===== config.mk =====
export PLATFORM = sky130hd
export DESIGN_NAME = chs_ram
export DESIGN_NICKNAME = d
export VERILOG_FILES = /design/src/rtl/chs_ram.sv
export SDC_FILE = /design/constraint.sdc
export NUM_CORES = 2
export LEC_CHECK = 0
export BUFFER_PORTS_ARGS = -buffer_cell sky130_fd_sc_hd__buf_2
export CAP_MARGIN = 5
export CORE_MARGIN = 3
export CORE_UTILIZATION = 30
export CTS_BUF_LIST = sky130_fd_sc_hd__clkbuf_8
export DETAILED_ROUTE_END_ITERATION = 8
export PLACE_DENSITY = 0.41
export SLEW_MARGIN = 25
export SYNTH_ARGS = -nofsm -noshare
export SYNTH_HDL_FRONTEND = slang
export SYNTH_SLANG_ARGS = --single-unit

===== constraint.sdc =====
create_clock -name clk -period 3.15 [get_ports clk]
set_clock_uncertainty 0.1 [all_clocks]
set_input_delay 0.7875 -clock clk [delete_from_list [all_inputs] [get_ports clk]]
set_output_delay 0.7875 -clock clk [all_outputs]
set_load 0.01 [all_outputs]

===== src/rtl/chs_ram.sv =====
module chs_ram #(
  parameter int WIDTH = 8,
  parameter int DEPTH = 256
) (
  input  logic                     clk,
  input  logic                     we,
  input  logic [$clog2(DEPTH)-1:0] waddr,
  input  logic [WIDTH-1:0]         wdata,
  input  logic [$clog2(DEPTH)-1:0] raddr,
  output logic [WIDTH-1:0]         rdata
);

  logic [WIDTH-1:0] mem [DEPTH];

  always_ff @(posedge clk) begin
    if (we) begin
      mem[waddr] <= wdata;
    end
    rdata <= mem[raddr];
  end

endmodule


### Word level (Yosys, flattened, before mapping)

Memories as Yosys holds them, arrays and structs flattened. A register that Yosys moved wholly into a read port is not among the register bits.
Index checks and enable logic that the tools add are counted.

| cells by class | value |
|---|---|
| mux-type cells | 2 |

Operators by type and width:

| cell | count |
|---|---|
| $mux W1 | 2 |

| storage, ports and cells | value |
|---|---|
| memory bits (writable) | 2048 |
| bits of input ports | 26 |
| output and inout port bits | 8 |
| memories kept | 1 |
| bits in registers | 0 |

Memory list:

| name | depth | width | read ports | clocked after memory_dff | wr ports | RTL line | RTL |
|---|---|---|---|---|---|---|---|
| mem | 256 | 8 | 1 | 1 | 1 | 13 | `logic [WIDTH-1:0] mem [DEPTH];` |

### Longest topological paths before layout

| logic depth | value |
|---|---|
| word-level depth | 2 |
| gate-level depth with buffers | 11 |
| mapped depth without buffers | 6 |

### Worst setup path before layout

Ideal clock, no wire load.

| timing path | value |
|---|---|
| path kind | in2reg |
| from | in raddr[0] |
| to | reg rdata[2] (read register of mem) |
| path slack | 0.325 ns |
| buffers on the path | 4 |
| data arrival time | 2.594 ns |
| library setup time | 0.131 ns |
| data required time | 2.919 ns |
| stages | 9 |
| cell sequence | buf_6 > buf_12 > buf_8 > buf_2 > mux4_2 > a22oi_1 > a21oi_1 > nor4_1 > nor4_2 |

RTL lines:

| item | RTL line | RTL |
|---|---|---|
| start, declared | 9 | `input logic [$clog2(DEPTH)-1:0] raddr,` |
| end, declared | 10 | `output logic [WIDTH-1:0] rdata` |

==> metrics.csv <==
metric,value,unit
status,finished clean,
combPwrFrac,0.061,
power_density,581,nW/µm²
drive_above_1_share,0.349,
met2_usage,0.281,
via_per_inst,4.86,
cts-root-buf,clkbuf_8,
synth_seq_cells,2056,
finalNonFillerCells,8459,
core-area,263000,µm²
ant_nets,0,
cp_slowest_cell,nor4_2,
cp.arrival,3.72,ns
cts_inserted_buffers,354,
vias,41100,
use_met1,0.248,
die_h,521,µm
p_leak,31.5,nW
grt_overflow,0,
die_area,271000,µm²
cts_setup_buffers,0,
max_freq,334,MHz
antenna_found_initial,26,
worst_path_dominant_cell_family,buffers and inverters,
cp.required,3.88,ns
cts_resized,0,
slew_viol_final,0,
synth_edf_count,2048,
ir_drop,334,µV
grt_util_met3,0.0263,
cts_sinks,2056,
tightest_slew,0.916,ns
hp-class,in2reg,
cp_max_fo,15,
first_pass_iters,5,
totalPowerFinal,56.0,mW
cts_tree,built,
wl_per_cell,28.1,µm
ys_types,55,
grt_setup_unrepaired,no,
worst_setup_path_end_kind,flop,
pin_count,34,
path_clk_slew,0.06,ns
period_needed,2.99,ns
rows,188,
synth-compound-area-share,0.0342,
htree_num_levels,5,
power.switching,13.0,mW
p_seq_frac,0.541,
cts_buffer_depth,4,
power.internal,43.0,mW
place_congestion,0.791,
synthMuxAreaShare,0.146,
grt_usage,0.174,
ctsHoldBuffers,0,
max-cap-violations,0,
setup_viol,0,
first_iter_violations,3493,
relSlewSlack,0.389,
finalHoldViolations,0,
start_util,0.302,
seq_area_frac_synth,0.775,
yosys.area_share.simple,0.0263,
io_buffers,33,
wl,238,mm
worstSkewPairLatency,0.97,ns
start_kind,input pin,
dp_cells,7815,
grt.busiest_layer,met2,
die_w,521,µm
path_cells,buf_8 > buf_12 > buf_4 > mux4_2 > a22oi_1 > a21oi_1 > nor4_2 > buf_4 > nor4_2,
synthFlopType,edfxtp_1,
grt_max_degree,96,
netSwitchingFraction,0.232,
synth_top_family_by_area,multiplexers,
p_clk_frac,0.398,
netlist_area,79600,µm²
syn_nets,3759,
synth_warnings,0,
synth.avg_cell_area,21.3,µm²
n_fill_cell,24400,
nNetsFinal,4682,
crit_buf_inv,4,
synthXorXnorAreaFrac,0,
yosys.area_share.adder,0,
period_share,0.949,
grt_pass1_vias,43300,
dp_hpwl,157,mm
post-route-util,0.366,
path_class,in2reg,
syn-instance-count,3733,
critPathMaxStageDelay,0.77,ns
area_growth,21.1,%
synthArstFlopShare,0,
grt_pass1_wl,338,mm
drc,0,
flip-flops by register name, indices dropped and copies added, names as in the netlist:
signal,count
mem,2048
rdata,8
final cells by class:
cell class	count	area, µm²	share of cell area
clock inverters	257	1280	0.0133
inverters	2	7.51	0.0000779
clock buffers	369	5080	0.0527
well taps	3515	4400	0.0456
multi-input cells	1442	16600	0.172
repair buffers	800	7310	0.0758
flip-flops and latches	2056	61700	0.640
diodes	18	45.0	0.000467
placed cells by master (no fill, tap or decap), drive strengths merged, types with 27 or more instances in the layout:
cell / instances
a21oi: 96
a22oi: 133
buf: 800
clkbuf: 369
clkinv: 124
edfxtp: 2048
inv: 118
mux2i: 134
mux4: 456
nand2: 33
nand3: 34
nor2: 282
nor2b: 31
nor4: 27
o221ai: 47
o22ai: 28
power groups by stage:
stage	Sequential (mW)	Clock, mW	Combinational, mW
floorplan	30.8	0	1.46
global placement	30.8	0	3.48
detailed placement	30.8	0	3.51
CTS	30.3	23.1	3.51
global route	30.2	24.3	3.64
finish	30.2	22.3	3.42
routing by layer:
| metal | share of wire | wire length (µm) | vias to the layer above |
|---|---|---|---|
| met5 | 0 | 0 | - |
| met4 | 0.019 | 4620 | 0 |
| met3 | 0.044 | 10400 | 308 |
| met2 | 0.48 | 114000 | 943 |
| met1 | 0.46 | 109000 | 22200 |
| li1 | - | - | 17700 |
final timing paths:
kind	slack, ns	startpoint	endpoint	depth (start not counted)
worst max-delay path	0.16	raddr[0]	rdata[0]$_DFF_P_	9
worst min-delay path	0.20	wdata[2]	mem[86][2]$_DFFE_PP_	1
worst max register to register	0.26	mem[82][3]$_DFFE_PP_	rdata[3]$_DFF_P_	6
worst min register to register	0.97	mem[33][5]$_DFFE_PP_	rdata[5]$_DFF_P_	7
stage by stage:
| stage | hold slack (ns) | setup slack (ns) | setup TNS [ns] | area (µm²) |
|---|---|---|---|---|
| final | 0.199 | 0.160 | 0 | 96400 |
| after CTS | 0.124 | 0.171 | 0 | 96300 |
| after global placement | 0.974 | -1.97 | -10.28 | 89900 |
| after floorplan | 0.670 | 0.325 | 0 | 79600 |
| after global routing | 0.136 | 0.0904 | 0 | 96300 |
| after detailed placement | 0.958 | -0.862 | -4.98 | 90000 |
worst reg2reg max path, stage by stage, from the launching register on:
cell and delay [ns]:
edfxtp_1 0.36, mux4_2 0.54, a22o_1 0.29, a221oi_1 0.51, o32ai_1 0.29, nor3_2 0.54
nor4_1 0.14
kinds of logic after synthesis:
family,Yosys count
flops,2056
simple gates,466
buf+inv,235
mux,591
compound gates,385
synth_stat cells (10+ instances only):
library cell / count / area share
buf_1: 22 / 0.0010
nor2_1: 282 / 0.013
nor2b_1: 31 / 0.0024
nand2_1: 33 / 0.0016
clkbuf_1: 111 / 0.0052
o211ai_1: 10 / 0.00094
a21oi_1: 96 / 0.0060
o21ai_0: 10 / 0.00063
buf_4: 27 / 0.0025
nand3_1: 34 / 0.0021
nor4_1: 24 / 0.0019
buf_2: 31 / 0.0020
buf_8: 13 / 0.0025
a22oi_1: 133 / 0.013
o22ai_1: 28 / 0.0022
mux4_2: 454 / 0.13
nand4_1: 10 / 0.00079
a221oi_1: 13 / 0.0014
mux2i_1: 134 / 0.017
edfxtp_1: 2048 / 0.77
buf_6: 21 / 0.0030
nor3_1: 22 / 0.0014
o221ai_1: 46 / 0.0051
a211oi_1: 16 / 0.0015
(Power assumes the default switching activity.)
